File: src/rtl/lpas_pkg.sv
// Package for the line pixel-at-step block: widths, transaction payload types
// and the divider pipeline record passed from setup to the output stage. No dependencies.
package lpas_pkg;

    // Coordinate width of endpoints and pixels
    localparam int COORD_BITS = 12;
    // Fixed field widths
    localparam int STEP_BITS  = 12;
    localparam int COLOR_BITS = 32;

    // Signed delta and lengthened magnitude width
    localparam int DELTA_BITS = COORD_BITS + 1;
    // step * lengthened |minor delta|
    localparam int PROD_BITS  = STEP_BITS + DELTA_BITS;
    // Width for coordinate sums and step/span compares
    localparam int SUM_BITS   = (COORD_BITS > STEP_BITS) ? COORD_BITS : STEP_BITS;

    // Divider: quotient bits resolved per pipeline stage
    localparam int QBITS_PER_STAGE = 3;
    localparam int DIV_STAGES      = STEP_BITS / QBITS_PER_STAGE;

    // Line request transaction
    typedef struct packed {
        logic signed [COORD_BITS-1:0] start_x;
        logic signed [COORD_BITS-1:0] start_y;
        logic signed [COORD_BITS-1:0] end_x;
        logic signed [COORD_BITS-1:0] end_y;
        logic        [COLOR_BITS-1:0] pixel_color;
        logic        [STEP_BITS-1:0]  step_index;
    } line_t;

    // Pixel result transaction
    typedef struct packed {
        logic signed [COORD_BITS-1:0] pixel_x;
        logic signed [COORD_BITS-1:0] pixel_y;
        logic        [COLOR_BITS-1:0] color_out;
        logic                         on_line;
        logic                         last_pixel;
    } pixel_t;

    // Record carried through the divider stages
    typedef struct packed {
        logic [COORD_BITS-1:0] a0;       // major start after swap
        logic [COORD_BITS-1:0] b0;       // minor start after swap
        logic                  x_major;
        logic                  dir_neg;  // minor coordinate falls
        logic [STEP_BITS-1:0]  step;
        logic [COLOR_BITS-1:0] color;
        logic                  on;
        logic                  last;
        logic [DELTA_BITS-1:0] rem;      // partial remainder
        logic [STEP_BITS-1:0]  dvd_low;  // dividend bits not yet consumed
        logic [STEP_BITS-1:0]  quo;      // quotient bits so far
        logic [DELTA_BITS-1:0] divisor;  // lengthened |major delta|, never zero
    } div_t;

endpackage

File: src/rtl/lpas_setup.sv
// Front two pipeline stages: endpoint deltas, major axis pick, swap, span
// compare and the step * lengthened |minor delta| product. Depends on lpas_pkg.
module lpas_setup (
    input  logic           clk,
    input  logic           rst_n,
    input  logic           up_valid,
    output logic           up_ready,
    input  lpas_pkg::line_t up_data,
    output logic           dn_valid,
    input  logic           dn_ready,
    output lpas_pkg::div_t dn_data
);
    import lpas_pkg::*;

    typedef struct packed {
        logic [COORD_BITS-1:0] sx;
        logic [COORD_BITS-1:0] sy;
        logic [COORD_BITS-1:0] ex;
        logic [COORD_BITS-1:0] ey;
        logic [COLOR_BITS-1:0] color;
        logic [STEP_BITS-1:0]  step;
        logic [COORD_BITS-1:0] abs_dx;
        logic [COORD_BITS-1:0] abs_dy;
        logic                  dx_neg;
        logic                  dy_neg;
    } geo_t;

    logic            s1_valid_reg;
    geo_t            s1_reg;
    geo_t            s1_next;
    logic            s1_ready;
    logic            s2_valid_reg;
    div_t            s2_reg;
    div_t            s2_next;
    logic            s2_ready;

    logic signed [DELTA_BITS-1:0] dx;
    logic signed [DELTA_BITS-1:0] dy;
    logic        [DELTA_BITS-1:0] mag_x;
    logic        [DELTA_BITS-1:0] mag_y;

    logic [DELTA_BITS-1:0] len_x;
    logic [DELTA_BITS-1:0] len_y;
    logic [DELTA_BITS-1:0] len_maj;
    logic [DELTA_BITS-1:0] len_min;
    logic                  x_major;
    logic                  maj_neg;
    logic                  min_neg;
    logic [COORD_BITS-1:0] min_abs;
    logic [COORD_BITS-1:0] span;
    logic [COORD_BITS-1:0] start_maj;
    logic [COORD_BITS-1:0] end_maj;
    logic [COORD_BITS-1:0] start_min;
    logic [COORD_BITS-1:0] end_min;
    logic [PROD_BITS-1:0]  prod;

    // Stage 1: signed deltas and their magnitudes
    always_comb
    begin
        dx = DELTA_BITS'(up_data.end_x) - DELTA_BITS'(up_data.start_x);
        dy = DELTA_BITS'(up_data.end_y) - DELTA_BITS'(up_data.start_y);
        mag_x = dx[DELTA_BITS-1] ? DELTA_BITS'(-dx) : DELTA_BITS'(dx);
        mag_y = dy[DELTA_BITS-1] ? DELTA_BITS'(-dy) : DELTA_BITS'(dy);
        s1_next.sx     = up_data.start_x;
        s1_next.sy     = up_data.start_y;
        s1_next.ex     = up_data.end_x;
        s1_next.ey     = up_data.end_y;
        s1_next.color  = up_data.pixel_color;
        s1_next.step   = up_data.step_index;
        s1_next.abs_dx = mag_x[COORD_BITS-1:0];
        s1_next.abs_dy = mag_y[COORD_BITS-1:0];
        s1_next.dx_neg = dx[DELTA_BITS-1];
        s1_next.dy_neg = dy[DELTA_BITS-1];
    end

    assign s1_ready = !s1_valid_reg || s2_ready;
    assign up_ready = s1_ready;

    always_ff @(posedge clk or negedge rst_n)
    begin
        if (!rst_n)
            s1_valid_reg <= 1'b0;
        else if (s1_ready)
            s1_valid_reg <= up_valid;
    end

    always_ff @(posedge clk)
    begin
        if (s1_ready && up_valid)
            s1_reg <= s1_next;
    end

    // Stage 2: lengthened deltas, axis pick, swap, span test, product
    always_comb
    begin
        len_x = DELTA_BITS'(s1_reg.abs_dx) + DELTA_BITS'(s1_reg.abs_dx != '0);
        len_y = DELTA_BITS'(s1_reg.abs_dy) + DELTA_BITS'(s1_reg.abs_dy != '0);
        x_major   = len_x >= len_y;
        len_maj   = x_major ? len_x : len_y;
        len_min   = x_major ? len_y : len_x;
        maj_neg   = x_major ? s1_reg.dx_neg : s1_reg.dy_neg;
        min_neg   = x_major ? s1_reg.dy_neg : s1_reg.dx_neg;
        min_abs   = x_major ? s1_reg.abs_dy : s1_reg.abs_dx;
        span      = x_major ? s1_reg.abs_dx : s1_reg.abs_dy;
        start_maj = x_major ? s1_reg.sx : s1_reg.sy;
        end_maj   = x_major ? s1_reg.ex : s1_reg.ey;
        start_min = x_major ? s1_reg.sy : s1_reg.sx;
        end_min   = x_major ? s1_reg.ey : s1_reg.ex;
        prod      = PROD_BITS'(s1_reg.step) * PROD_BITS'(len_min);

        s2_next.a0      = maj_neg ? end_maj : start_maj;
        s2_next.b0      = maj_neg ? end_min : start_min;
        s2_next.x_major = x_major;
        // after a swap the minor run is reversed
        s2_next.dir_neg = maj_neg ? (!min_neg && (min_abs != '0)) : min_neg;
        s2_next.step    = s1_reg.step;
        s2_next.color   = s1_reg.color;
        s2_next.on      = SUM_BITS'(s1_reg.step) <= SUM_BITS'(span);
        s2_next.last    = SUM_BITS'(s1_reg.step) == SUM_BITS'(span);
        s2_next.rem     = prod[PROD_BITS-1:STEP_BITS];
        s2_next.dvd_low = prod[STEP_BITS-1:0];
        s2_next.quo     = '0;
        // lone dot: product is zero, a unit divisor keeps the quotient zero
        s2_next.divisor = (len_maj == '0) ? DELTA_BITS'(1) : len_maj;
    end

    assign s2_ready = !s2_valid_reg || dn_ready;

    always_ff @(posedge clk or negedge rst_n)
    begin
        if (!rst_n)
            s2_valid_reg <= 1'b0;
        else if (s2_ready)
            s2_valid_reg <= s1_valid_reg;
    end

    always_ff @(posedge clk)
    begin
        if (s2_ready && s1_valid_reg)
            s2_reg <= s2_next;
    end

    assign dn_valid = s2_valid_reg;
    assign dn_data  = s2_reg;

endmodule

File: src/rtl/lpas_div_stage.sv
// One divider pipeline stage: resolves QBITS_PER_STAGE quotient bits of
// step * lengthened |minor| / lengthened |major| by restoring division. Depends on lpas_pkg.
module lpas_div_stage (
    input  logic           clk,
    input  logic           rst_n,
    input  logic           up_valid,
    output logic           up_ready,
    input  lpas_pkg::div_t up_data,
    output logic           dn_valid,
    input  logic           dn_ready,
    output lpas_pkg::div_t dn_data
);
    import lpas_pkg::*;

    logic valid_reg;
    div_t data_reg;
    div_t data_next;
    logic [DELTA_BITS:0] trial;

    // Shift in one dividend bit per step, subtract when it fits
    always_comb
    begin
        data_next = up_data;
        trial     = '0;
        for (int k = 0; k < QBITS_PER_STAGE; k++)
        begin
            trial = {data_next.rem, data_next.dvd_low[STEP_BITS-1]};
            data_next.dvd_low = {data_next.dvd_low[STEP_BITS-2:0], 1'b0};
            if (trial >= {1'b0, data_next.divisor})
            begin
                trial = trial - {1'b0, data_next.divisor};
                data_next.quo = {data_next.quo[STEP_BITS-2:0], 1'b1};
            end
            else
            begin
                data_next.quo = {data_next.quo[STEP_BITS-2:0], 1'b0};
            end
            data_next.rem = trial[DELTA_BITS-1:0];
        end
    end

    assign up_ready = !valid_reg || dn_ready;

    always_ff @(posedge clk or negedge rst_n)
    begin
        if (!rst_n)
            valid_reg <= 1'b0;
        else if (up_ready)
            valid_reg <= up_valid;
    end

    always_ff @(posedge clk)
    begin
        if (up_ready && up_valid)
            data_reg <= data_next;
    end

    assign dn_valid = valid_reg;
    assign dn_data  = data_reg;

`ifndef SYNTHESIS
    // remainder always stays below the divisor
    a_rem_below_divisor: assert property (@(posedge clk) disable iff (!rst_n)
        valid_reg |-> (data_reg.rem < data_reg.divisor))
        else $error("divider remainder not below divisor");

    // minor delta never exceeds major delta, so the quotient is bounded by step
    a_quo_bounded: assert property (@(posedge clk) disable iff (!rst_n)
        valid_reg |-> (data_reg.quo <= data_reg.step))
        else $error("partial quotient exceeds step");
`endif

endmodule

File: src/rtl/lpas_compose.sv
// Output stage: adds step to the major start and the signed quotient to the
// minor start, maps back to x/y and registers the pixel. Depends on lpas_pkg.
module lpas_compose (
    input  logic            clk,
    input  logic            rst_n,
    input  logic            up_valid,
    output logic            up_ready,
    input  lpas_pkg::div_t  up_data,
    output logic            dn_valid,
    input  logic            dn_ready,
    output lpas_pkg::pixel_t dn_data
);
    import lpas_pkg::*;

    logic   valid_reg;
    pixel_t data_reg;
    pixel_t data_next;
    logic [SUM_BITS-1:0]   major_w;
    logic [SUM_BITS-1:0]   minor_w;
    logic [COORD_BITS-1:0] major;
    logic [COORD_BITS-1:0] minor;

    // Pixel coordinates; steps past the end give a zero pixel
    always_comb
    begin
        major_w = SUM_BITS'(up_data.a0) + SUM_BITS'(up_data.step);
        minor_w = up_data.dir_neg ? (SUM_BITS'(up_data.b0) - SUM_BITS'(up_data.quo))
                                  : (SUM_BITS'(up_data.b0) + SUM_BITS'(up_data.quo));
        major = major_w[COORD_BITS-1:0];
        minor = minor_w[COORD_BITS-1:0];
        data_next.color_out  = up_data.color;
        data_next.on_line    = up_data.on;
        data_next.last_pixel = up_data.on && up_data.last;
        if (!up_data.on)
        begin
            data_next.pixel_x = '0;
            data_next.pixel_y = '0;
        end
        else if (up_data.x_major)
        begin
            data_next.pixel_x = major;
            data_next.pixel_y = minor;
        end
        else
        begin
            data_next.pixel_x = minor;
            data_next.pixel_y = major;
        end
    end

    assign up_ready = !valid_reg || dn_ready;

    always_ff @(posedge clk or negedge rst_n)
    begin
        if (!rst_n)
            valid_reg <= 1'b0;
        else if (up_ready)
            valid_reg <= up_valid;
    end

    always_ff @(posedge clk)
    begin
        if (up_ready && up_valid)
            data_reg <= data_next;
    end

    assign dn_valid = valid_reg;
    assign dn_data  = data_reg;

endmodule

File: src/rtl/line_pixel_at_step.sv
// Line pixel-at-step top level: setup stages, divider pipeline, output stage.
// Depends on lpas_pkg, lpas_setup, lpas_div_stage and lpas_compose.
//
// Usage:
//   line channel (line_valid/line_ready/line) carries one request transaction:
//   both endpoints, a color word and a step index along the major axis.
//   pixel channel (pixel_valid/pixel_ready/pixel) returns one pixel per
//   request, in order: coordinates, the color, on_line and last_pixel.
//   Steps beyond the major span come back with on_line low and a zero pixel.
// Stages: 2 setup stages + 4 divider stages + 1 output stage = 7 registers, passed in that order.
// Throughput: one transaction per clock while pixel_ready is high; every stage holds one transaction
//   and the quotient is resolved three bits per divider stage.
// Reset: rst_n clears all stage valid bits; the pipeline comes up empty with
//   line_ready high.
// Stall: when pixel_ready is low the output holds; upstream stages keep
//   filling bubbles, and line_ready drops only once every stage is full.
module line_pixel_at_step (
    input  logic             clk,
    input  logic             rst_n,
    input  logic             line_valid,
    output logic             line_ready,
    input  lpas_pkg::line_t  line,
    output logic             pixel_valid,
    input  logic             pixel_ready,
    output lpas_pkg::pixel_t pixel
);
    import lpas_pkg::*;

    logic stg_valid [DIV_STAGES+1];
    logic stg_ready [DIV_STAGES+1];
    div_t stg_data  [DIV_STAGES+1];

    // Geometry and product
    lpas_setup u_setup (
        .clk      (clk),
        .rst_n    (rst_n),
        .up_valid (line_valid),
        .up_ready (line_ready),
        .up_data  (line),
        .dn_valid (stg_valid[0]),
        .dn_ready (stg_ready[0]),
        .dn_data  (stg_data[0])
    );

    // Divider pipeline
    for (genvar i = 0; i < DIV_STAGES; i++)
    begin : g_div
        lpas_div_stage u_div (
            .clk      (clk),
            .rst_n    (rst_n),
            .up_valid (stg_valid[i]),
            .up_ready (stg_ready[i]),
            .up_data  (stg_data[i]),
            .dn_valid (stg_valid[i+1]),
            .dn_ready (stg_ready[i+1]),
            .dn_data  (stg_data[i+1])
        );
    end

    // Final pixel
    lpas_compose u_compose (
        .clk      (clk),
        .rst_n    (rst_n),
        .up_valid (stg_valid[DIV_STAGES]),
        .up_ready (stg_ready[DIV_STAGES]),
        .up_data  (stg_data[DIV_STAGES]),
        .dn_valid (pixel_valid),
        .dn_ready (pixel_ready),
        .dn_data  (pixel)
    );

`ifndef SYNTHESIS
    // an empty output register lets the whole pipeline advance
    a_ready_when_empty: assert property (@(posedge clk) disable iff (!rst_n)
        !pixel_valid |-> line_ready)
        else $error("line_ready low with empty output");

    // the final pixel is always on the line
    a_last_on_line: assert property (@(posedge clk) disable iff (!rst_n)
        (pixel_valid && pixel.last_pixel) |-> pixel.on_line)
        else $error("last_pixel set off the line");

    // off-line steps return a zero pixel
    a_off_line_zero: assert property (@(posedge clk) disable iff (!rst_n)
        (pixel_valid && !pixel.on_line) |-> ((pixel.pixel_x == '0) && (pixel.pixel_y == '0)))
        else $error("off-line pixel not zero");
`endif

endmodule

File: config.mk
export PLATFORM = sky130hd
export DESIGN_NAME = line_pixel_at_step
export DESIGN_NICKNAME = d
export VERILOG_FILES = /design/src/rtl/lpas_pkg.sv /design/src/rtl/lpas_setup.sv /design/src/rtl/lpas_div_stage.sv /design/src/rtl/lpas_compose.sv /design/src/rtl/line_pixel_at_step.sv
export SDC_FILE = /design/constraint.sdc
export NUM_CORES = 1
export LEC_CHECK = 0
export BUFFER_PORTS_ARGS = -buffer_cell sky130_fd_sc_hd__buf_4
export CAP_MARGIN = 20
export CORE_UTILIZATION = 45
export DETAILED_ROUTE_END_ITERATION = 6
export SLEW_MARGIN = 30
export SYNTH_ARGS = -nofsm -noshare
export SYNTH_HDL_FRONTEND = slang
export SYNTH_SLANG_ARGS = --single-unit
File: constraint.sdc
create_clock -name clk -period 8.1 [get_ports clk]
set_input_delay 1.215 -clock clk [delete_from_list [all_inputs] [get_ports clk]]
set_output_delay 1.215 -clock clk [all_outputs]
set_load 0.02 [all_outputs]
# [After elaboration in Yosys (flattened, before gate mapping)]
# Cells that the tools add are included.
[word_totals] wordCells=182 out_inout_bits=60 input_bits=96 register_bits=707
[op_classes] n_eq_ne=1 n_reduce_logical=28 multipliers=1 add_sub_neg=20 n_mux=40 magnitude_cmp=14
[op_table] op="2-to-1 mux 13 bit" count=13
[op_table] op="greater-or-equal comparator 14 x 13 -> 1 bit" count=12
[op_table] op="subtractor 13 bit" count=11
[op_table] op="2-to-1 mux 12 bit" count=11
[op_table] op="nonzero test 12 bit" count=3
[op_table] op="adder 12 x 1 -> 13 bit" count=2
[op_table] op="subtractor 12 x 12 -> 13 bit" count=2
[op_table] op="multiplier 12 x 13 -> 25 bit" count=1
[op_table] op="adder 12 bit" count=2
[op_table] op="2-to-1 mux 24 bit" count=1
[op_table] op="negator 12 bit" count=2
[op_table] op="2-to-1 mux 1 bit" count=15
[op_table] op="greater-or-equal comparator 13 bit" count=1
[op_table] op="logical NOT 13 bit" count=1
[op_table] op="equality test 12 bit" count=1
[op_table] op="less-or-equal comparator 12 bit" count=1
[op_table] op="subtractor 12 bit" count=1
[op_table] op="logical AND 1 bit" count=9
[op_table] op="logical NOT 1 bit" count=8
[op_table] op="logical OR 1 bit" count=7

# [Logic depth before layout (Yosys ltp)]
[logic_depth] depth_word=9 mapped_depth=42 ltp_nobuf=38

# [Cells and area by module]
# Synthesis repeated with hierarchy kept, for this count alone.
[hier_totals] hier_cells=3420 hier_area_um2=43018.8
[by_module_without_submodules] module="lpas_div_stage (g_div[0].u_div ...)" area_each_um2=5928.2 seq_area_each_um2=3598.5 n_inst=3 cells_per_inst=433
[by_module_without_submodules] module="lpas_setup" area_each_um2=15879.0 seq_area_each_um2=6896.6 n_inst=1 cells_per_inst=1395
[by_module_without_submodules] module="lpas_div_stage (g_div[1].u_div)" area_each_um2=5945.7 seq_area_each_um2=3598.5 n_inst=1 cells_per_inst=431
[by_module_without_submodules] module="lpas_compose" area_each_um2=3409.5 seq_area_each_um2=1766.7 n_inst=1 cells_per_inst=295

# [Least setup slack after synthesis]
# No wires, ideal clock.
[synth_path] path_type="register -> register" start="register u_setup.s1_reg[4] (netlist bit)" end="register u_setup.s2_reg, in the netlist u_setup.dn_data[48] (data pin)" t_arrival_ns=8.405 path_buffers=3 stages_incl_launch_ff=36 slack_ns=-0.571 setup_ns=0.265 synth_period_minus_slack_ns=8.671 required_ns=7.835 path_cell_list="edfxtp_1 -> nor4_1 -> nand4_1 -> ha_1 -> and2_1 -> nand4_1 -> or2_2 -> xor2_1 -> ha_1 -> a211oi_1 -> o311ai_4 -> o221ai_2 -> nor2_1 -> a311o_1 -> buf_6 -> buf_12 -> mux2i_1 -> buf_2 -> nand2_1 -> fa_1 -> fa_1 -> inv_1 -> fa_1 -> fa_1 -> inv_1 -> fa_1 -> inv_1 -> ha_1 -> a21oi_1 -> nor2_1 -> a21oi_1 -> o31ai_1 -> or4b_1 -> a31oi_1 -> o21ai_0 -> xor2_1"
[synth_between] elab_chain_len=5
[synth_rtl] element="start: declaration" line_no="lpas_setup.sv:29" rtl="geo_t s1_reg;"
[synth_rtl] element="start signal: assignment" line_no="lpas_setup.sv:90" rtl="s1_reg <= s1_next;"
[synth_rtl] element="nonzero test 12 bit" line_no="lpas_setup.sv:97" rtl="len_y = DELTA_BITS'(s1_reg.abs_dy) + DELTA_BITS'(s1_reg.abs_dy != '0);"
[synth_rtl] element="adder 12 x 1 -> 13 bit (*)" line_no="lpas_setup.sv:97"
[synth_rtl] element="greater-or-equal comparator 13 bit" line_no="lpas_setup.sv:98" rtl="x_major = len_x >= len_y;"
[synth_rtl] element="2-to-1 mux 13 bit (*)" line_no="lpas_setup.sv:100" rtl="len_min = x_major ? len_y : len_x;"
[synth_rtl] element="multiplier 12 x 13 -> 25 bit (*)" line_no="lpas_setup.sv:109" rtl="prod = PROD_BITS'(s1_reg.step) * PROD_BITS'(len_min);"
[synth_rtl] element="via u_setup.prod[23]" line_no="lpas_setup.sv:55" rtl="logic [PROD_BITS-1:0] prod;"
[synth_rtl] element="end signal: assignment" line_no="lpas_setup.sv:140" rtl="s2_reg <= s2_next;"
[synth_rtl] element="end: declaration" line_no="lpas_setup.sv:33" rtl="div_t s2_reg;"
# The timed path passes the listed nets; every way through them passes the cells marked *.
# A chain may end at the register's enable or synchronous reset.

# [Worst setup path in the final report]
[layout_path] start="register u_setup.s1_reg[17] (netlist bit)" end="register u_setup.s2_reg, in the netlist u_setup.dn_data[48] (data pin)"
[layout_between] elab_chain_len=5
[layout_rtl] element="nonzero test 12 bit" line_no="lpas_setup.sv:96" rtl="len_x = DELTA_BITS'(s1_reg.abs_dx) + DELTA_BITS'(s1_reg.abs_dx != '0);"
[layout_rtl] element="adder 12 x 1 -> 13 bit (*)" line_no="lpas_setup.sv:96"
[layout_rtl] element="greater-or-equal comparator 13 bit" line_no="lpas_setup.sv:98"
[layout_rtl] element="2-to-1 mux 13 bit (*)" line_no="lpas_setup.sv:100"
[layout_rtl] element="multiplier 12 x 13 -> 25 bit (*)" line_no="lpas_setup.sv:109"
[layout_rtl] element="via u_setup.prod[23]" line_no="lpas_setup.sv:55"
# Marks and branches as above.

==> Implementation_results.wiki <==
{| class="wikitable"
! Metric !! Value
|-
| Total count of hold-check failures in the final report || 0
|-
| Worst-case setup margin in the final layout || -0.3278 ns
|-
| Area grow syn2layout || 17.65%
|-
| Die area || 90690 um2
|-
| Critical path class || reg -> reg
|-
| RSZ-0062 raised after global routing || true
|-
| Number of violations of the max-capacitance limit || 0
|-
| Final Net Count || 4202
|-
| Clock insertion delay at the later pin of the skew report || roughly 0.65 ns
|-
| Seq/Total Area, Yosys || between 50% and 60%
|-
| Clock slew at reported path FFs || about 0.070 ns
|-
| Library cell with the largest summed area after synthesis || sky130_fd_sc_hd__edfxtp_1
|-
| Vias/cell || 5.247
|-
| Average wire length per cell after detail routing || 17.84 um
|-
| Asr flop ratio synth || 0.9901%
|-
| Final non-filler cell total || roughly 4900
|-
| First-pass GRT wire length || between 100 and 150 mm
|-
| Worst-Margin Slew || around 0.99 ns
|-
| Number of warning messages in the yosys log || 0
|-
| Number of placement rows || between 100 and 150
|-
| Number of clock sinks || 707
|-
| Required time at the worst-slack endpoint || 8.48 ns
|-
| Estimated wirelength of the detail-placed design || 65.29 mm
|-
| Placement Setup Slack || -0.4737 ns
|-
| Number of enable-type register cells in the synthesized netlist || 700
|-
| Maximum number of pins on one net before global-route repair || 72
|-
| Share of layout cells above drive strength 1 || around 17%
|-
| Count of input and output buffers || roughly 160
|-
| Routed Antenna Nets || 0
|-
| Run status || finished with violations
|-
| GR Overflow Total || 0
|-
| Final worst path period need || 8.428 ns
|-
| Maximum clock skew at final layout || ~0.07 ns
|-
| Floorplan die width || around 300 um
|-
| Portion of synthesized cell area occupied by the leading cell type || 52.20%
|-
| Largest stage delay on the critical path || between 0.5 and 0.6 ns
|-
| Cell repeated most along the worst path || sky130_fd_sc_hd__fa_1
|-
| Largest fanout on the critical path || 8
|-
| CP arrival || 8.80 ns
|-
| Post-detailed-routing wire length || between 80 and 90 mm
|-
| Number of pins exceeding their max-slew limit in the final report || 0
|-
| Failing checks || DRC, setup timing
|-
| Total of endpoints with negative setup slack in the final report || 9
|-
| Flip-flop count of the largest register after layout || 414
|-
| Drt drc || 18
|-
| Worst hold slack after final layout || about 0.38 ns
|-
| Leading cell type in the layout, fill and taps excluded || sky130_fd_sc_hd__edfxtp_1
|-
| Number of buffers between clock root and the deepest sink || 3
|-
| Number of antenna violations at the first check in global routing || 5
|-
| Via count || approximately 26000
|-
| Cells after Synth || 3332
|-
| Total nets after synthesis || 3849
|-
| Number of global-route vias before repair || 25927
|-
| Chip height || 301.1 um
|-
| Aggregate global-route resource usage || 19.67%
|-
| Max_slew headroom || 34.22%
|-
| Violation count after the first detailed-route iteration || roughly 1400
|-
| Starting density of the core || 45.50%
|-
| CTS tree || yes
|-
| Root buffer cell || sky130_fd_sc_hd__clkbuf_16
|-
| Most used cells in the layout excluding fill and tap cells || sky130_fd_sc_hd__edfxtp_1 (700), sky130_fd_sc_hd__inv_1 (363), sky130_fd_sc_hd__buf_4 (337)
|-
| Fillers || 7563
|-
| CTS H-Tree Depth || 3
|-
| Clock buffer count from CTS || 77
|-
| Highest Clock Rate || 0.1187 GHz
|-
| Area of the core region || 88510 um2
|-
| Mean cell area of the mapped netlist || 12.09 um2
|-
| Cells after DPL || about 4700
|-
| Category of the worst setup path capture point || flop
|-
| Cell area after technology mapping || 40270 um2
|-
| Slowest-stage cell, CP || sky130_fd_sc_hd__fa_1
|-
| I/O Pins || 156
|-
| Seq cells post-synth || 707
|-
| Dominant register cell in the synthesized netlist || sky130_fd_sc_hd__edfxtp_1
|-
| Type of element launching the critical path || flop
|-
| Portion of the clock cycle consumed by the worst path in the final layout || 104.0%
|-
| Initial DRT Pass Iterations || 7
|-
| Routability congestion estimate from global placement || 0.8678
|-
| Leading cell types by total area after synthesis || sky130_fd_sc_hd__edfxtp_1 (52%), sky130_fd_sc_hd__ha_1 (9.2%), sky130_fd_sc_hd__fa_1 (6.2%)
|-
| Synth unique cells || between 90 and 100
|-
| Path class of the lowest-slack min-delay path || in -> async
|}
==> path summary, 6_finish.rpt <==
kind                                                       from                              endpoint  slack [ns]  cells after the start
max                                u_setup.s1_reg[17]$_DFFE_PP_         u_setup.dn_data[48]$_DFFE_PP_       -0.33                     39
min                                                       rst_n      u_setup.s1_valid_reg$_DFFE_PN0N_        0.38                      1
max reg2reg                        u_setup.s1_reg[17]$_DFFE_PP_         u_setup.dn_data[48]$_DFFE_PP_       -0.33                     39
min reg2reg                g_div[2].u_div.dn_data[93]$_DFFE_PP_  g_div[3].u_div.dn_data[93]$_DFFE_PP_        0.38                      0
max in group asynchronous                                 rst_n   g_div[3].u_div.dn_valid$_DFFE_PN0P_        7.60                      1
min in group clk           g_div[2].u_div.dn_data[93]$_DFFE_PP_  g_div[3].u_div.dn_data[93]$_DFFE_PP_        0.38                      0
==> layer usage <==
layer | wire length [um] | track usage (%)
met2 | 40820 | 32.35
met5 | 13 | 0
met4 | 2474 | 6.913
met3 | 3463 | 2.356
met1 | 40950 | 26.86
==> critical path, delay by kind of cell (launching register included) <==
kind | cells | cell delay [ns]
adder cells (fa/ha/maj) | 8 | 3.18
multiplexers | 1 | 0.14
flip-flops | 1 | 0.39
AND/OR/NAND/NOR | 11 | 1.55
AO/OA/AOI/OAI | 8 | 1.66
XOR/XNOR | 2 | 0.33
buffers and inverters | 9 | 0.90
==> logic make-up (layout without fill, tap and decap cells) <==
logic type,count (synthesis),after routing,synth area share [%]
XOR/XNOR,206,206,4.480
adder cells (fa/ha/maj),421,421,15.41
other,0,4,0
buffers and inverters,454,870,4.483
multiplexers,120,121,3.060
AO/OA/AOI/OAI,644,644,10.43
flip-flops,707,707,52.63
AND/OR/NAND/NOR,780,780,9.504
==> Yosys cell counts (41+ instances only) <==
library cell	instances
sky130_fd_sc_hd__edfxtp_1	700
sky130_fd_sc_hd__inv_1	372
sky130_fd_sc_hd__ha_1	296
sky130_fd_sc_hd__nand2_1	228
sky130_fd_sc_hd__a21oi_1	207
sky130_fd_sc_hd__nor2_1	170
sky130_fd_sc_hd__xnor2_1	127
sky130_fd_sc_hd__fa_1	125
sky130_fd_sc_hd__o21ai_0	109
sky130_fd_sc_hd__mux2i_1	103
sky130_fd_sc_hd__xor2_1	79
sky130_fd_sc_hd__nor2b_1	75
sky130_fd_sc_hd__a21o_1	63
sky130_fd_sc_hd__and2_1	54
sky130_fd_sc_hd__nand3_1	48
sky130_fd_sc_hd__nor3_1	46
sky130_fd_sc_hd__a211oi_1	42
sky130_fd_sc_hd__nand4_1	42
sky130_fd_sc_hd__clkbuf_1	41
==> stage by stage <==
stage	TNS, ns	util, %	cell area [um2]
2_1_floorplan	0	-	40550
3_3_place_gp	-2.155	49.73	44020
3_5_place_dp	-3.488	49.74	44020
4_1_cts	-1.270	53.20	47090
5_1_grt	-5.968	53.53	47380
6_report	-1.690	53.53	47380
==> timing repair <==
item	CTS	global route
gates resized for setup	39	51
setup endpoints to repair	11	55
hold buffers	0	0
cloned	2	0
endpoints found under the hold margin	0	0
setup buffers	25	15
pin swaps	42	47
==> cell type report <==
cell class | instances | area [um2] | share of cell area (%)
Clock inverter | 53 | 685.7 | 1.447
Inverter | 373 | 1400 | 2.955
Timing Repair Buffer | 354 | 2748 | 5.799
Tap cell | 1165 | 1458 | 3.077
Multi-Input combinational cell | 2172 | 17910 | 37.79
Sequential cell | 707 | 21200 | 44.74
Clock buffer | 90 | 1976 | 4.170
Antenna cell | 4 | 10.01 | 0.02113
Power is left out: the tool's default activity adds up to more than one toggle a clock period on the data nets, which glitch-free logic cannot reach.
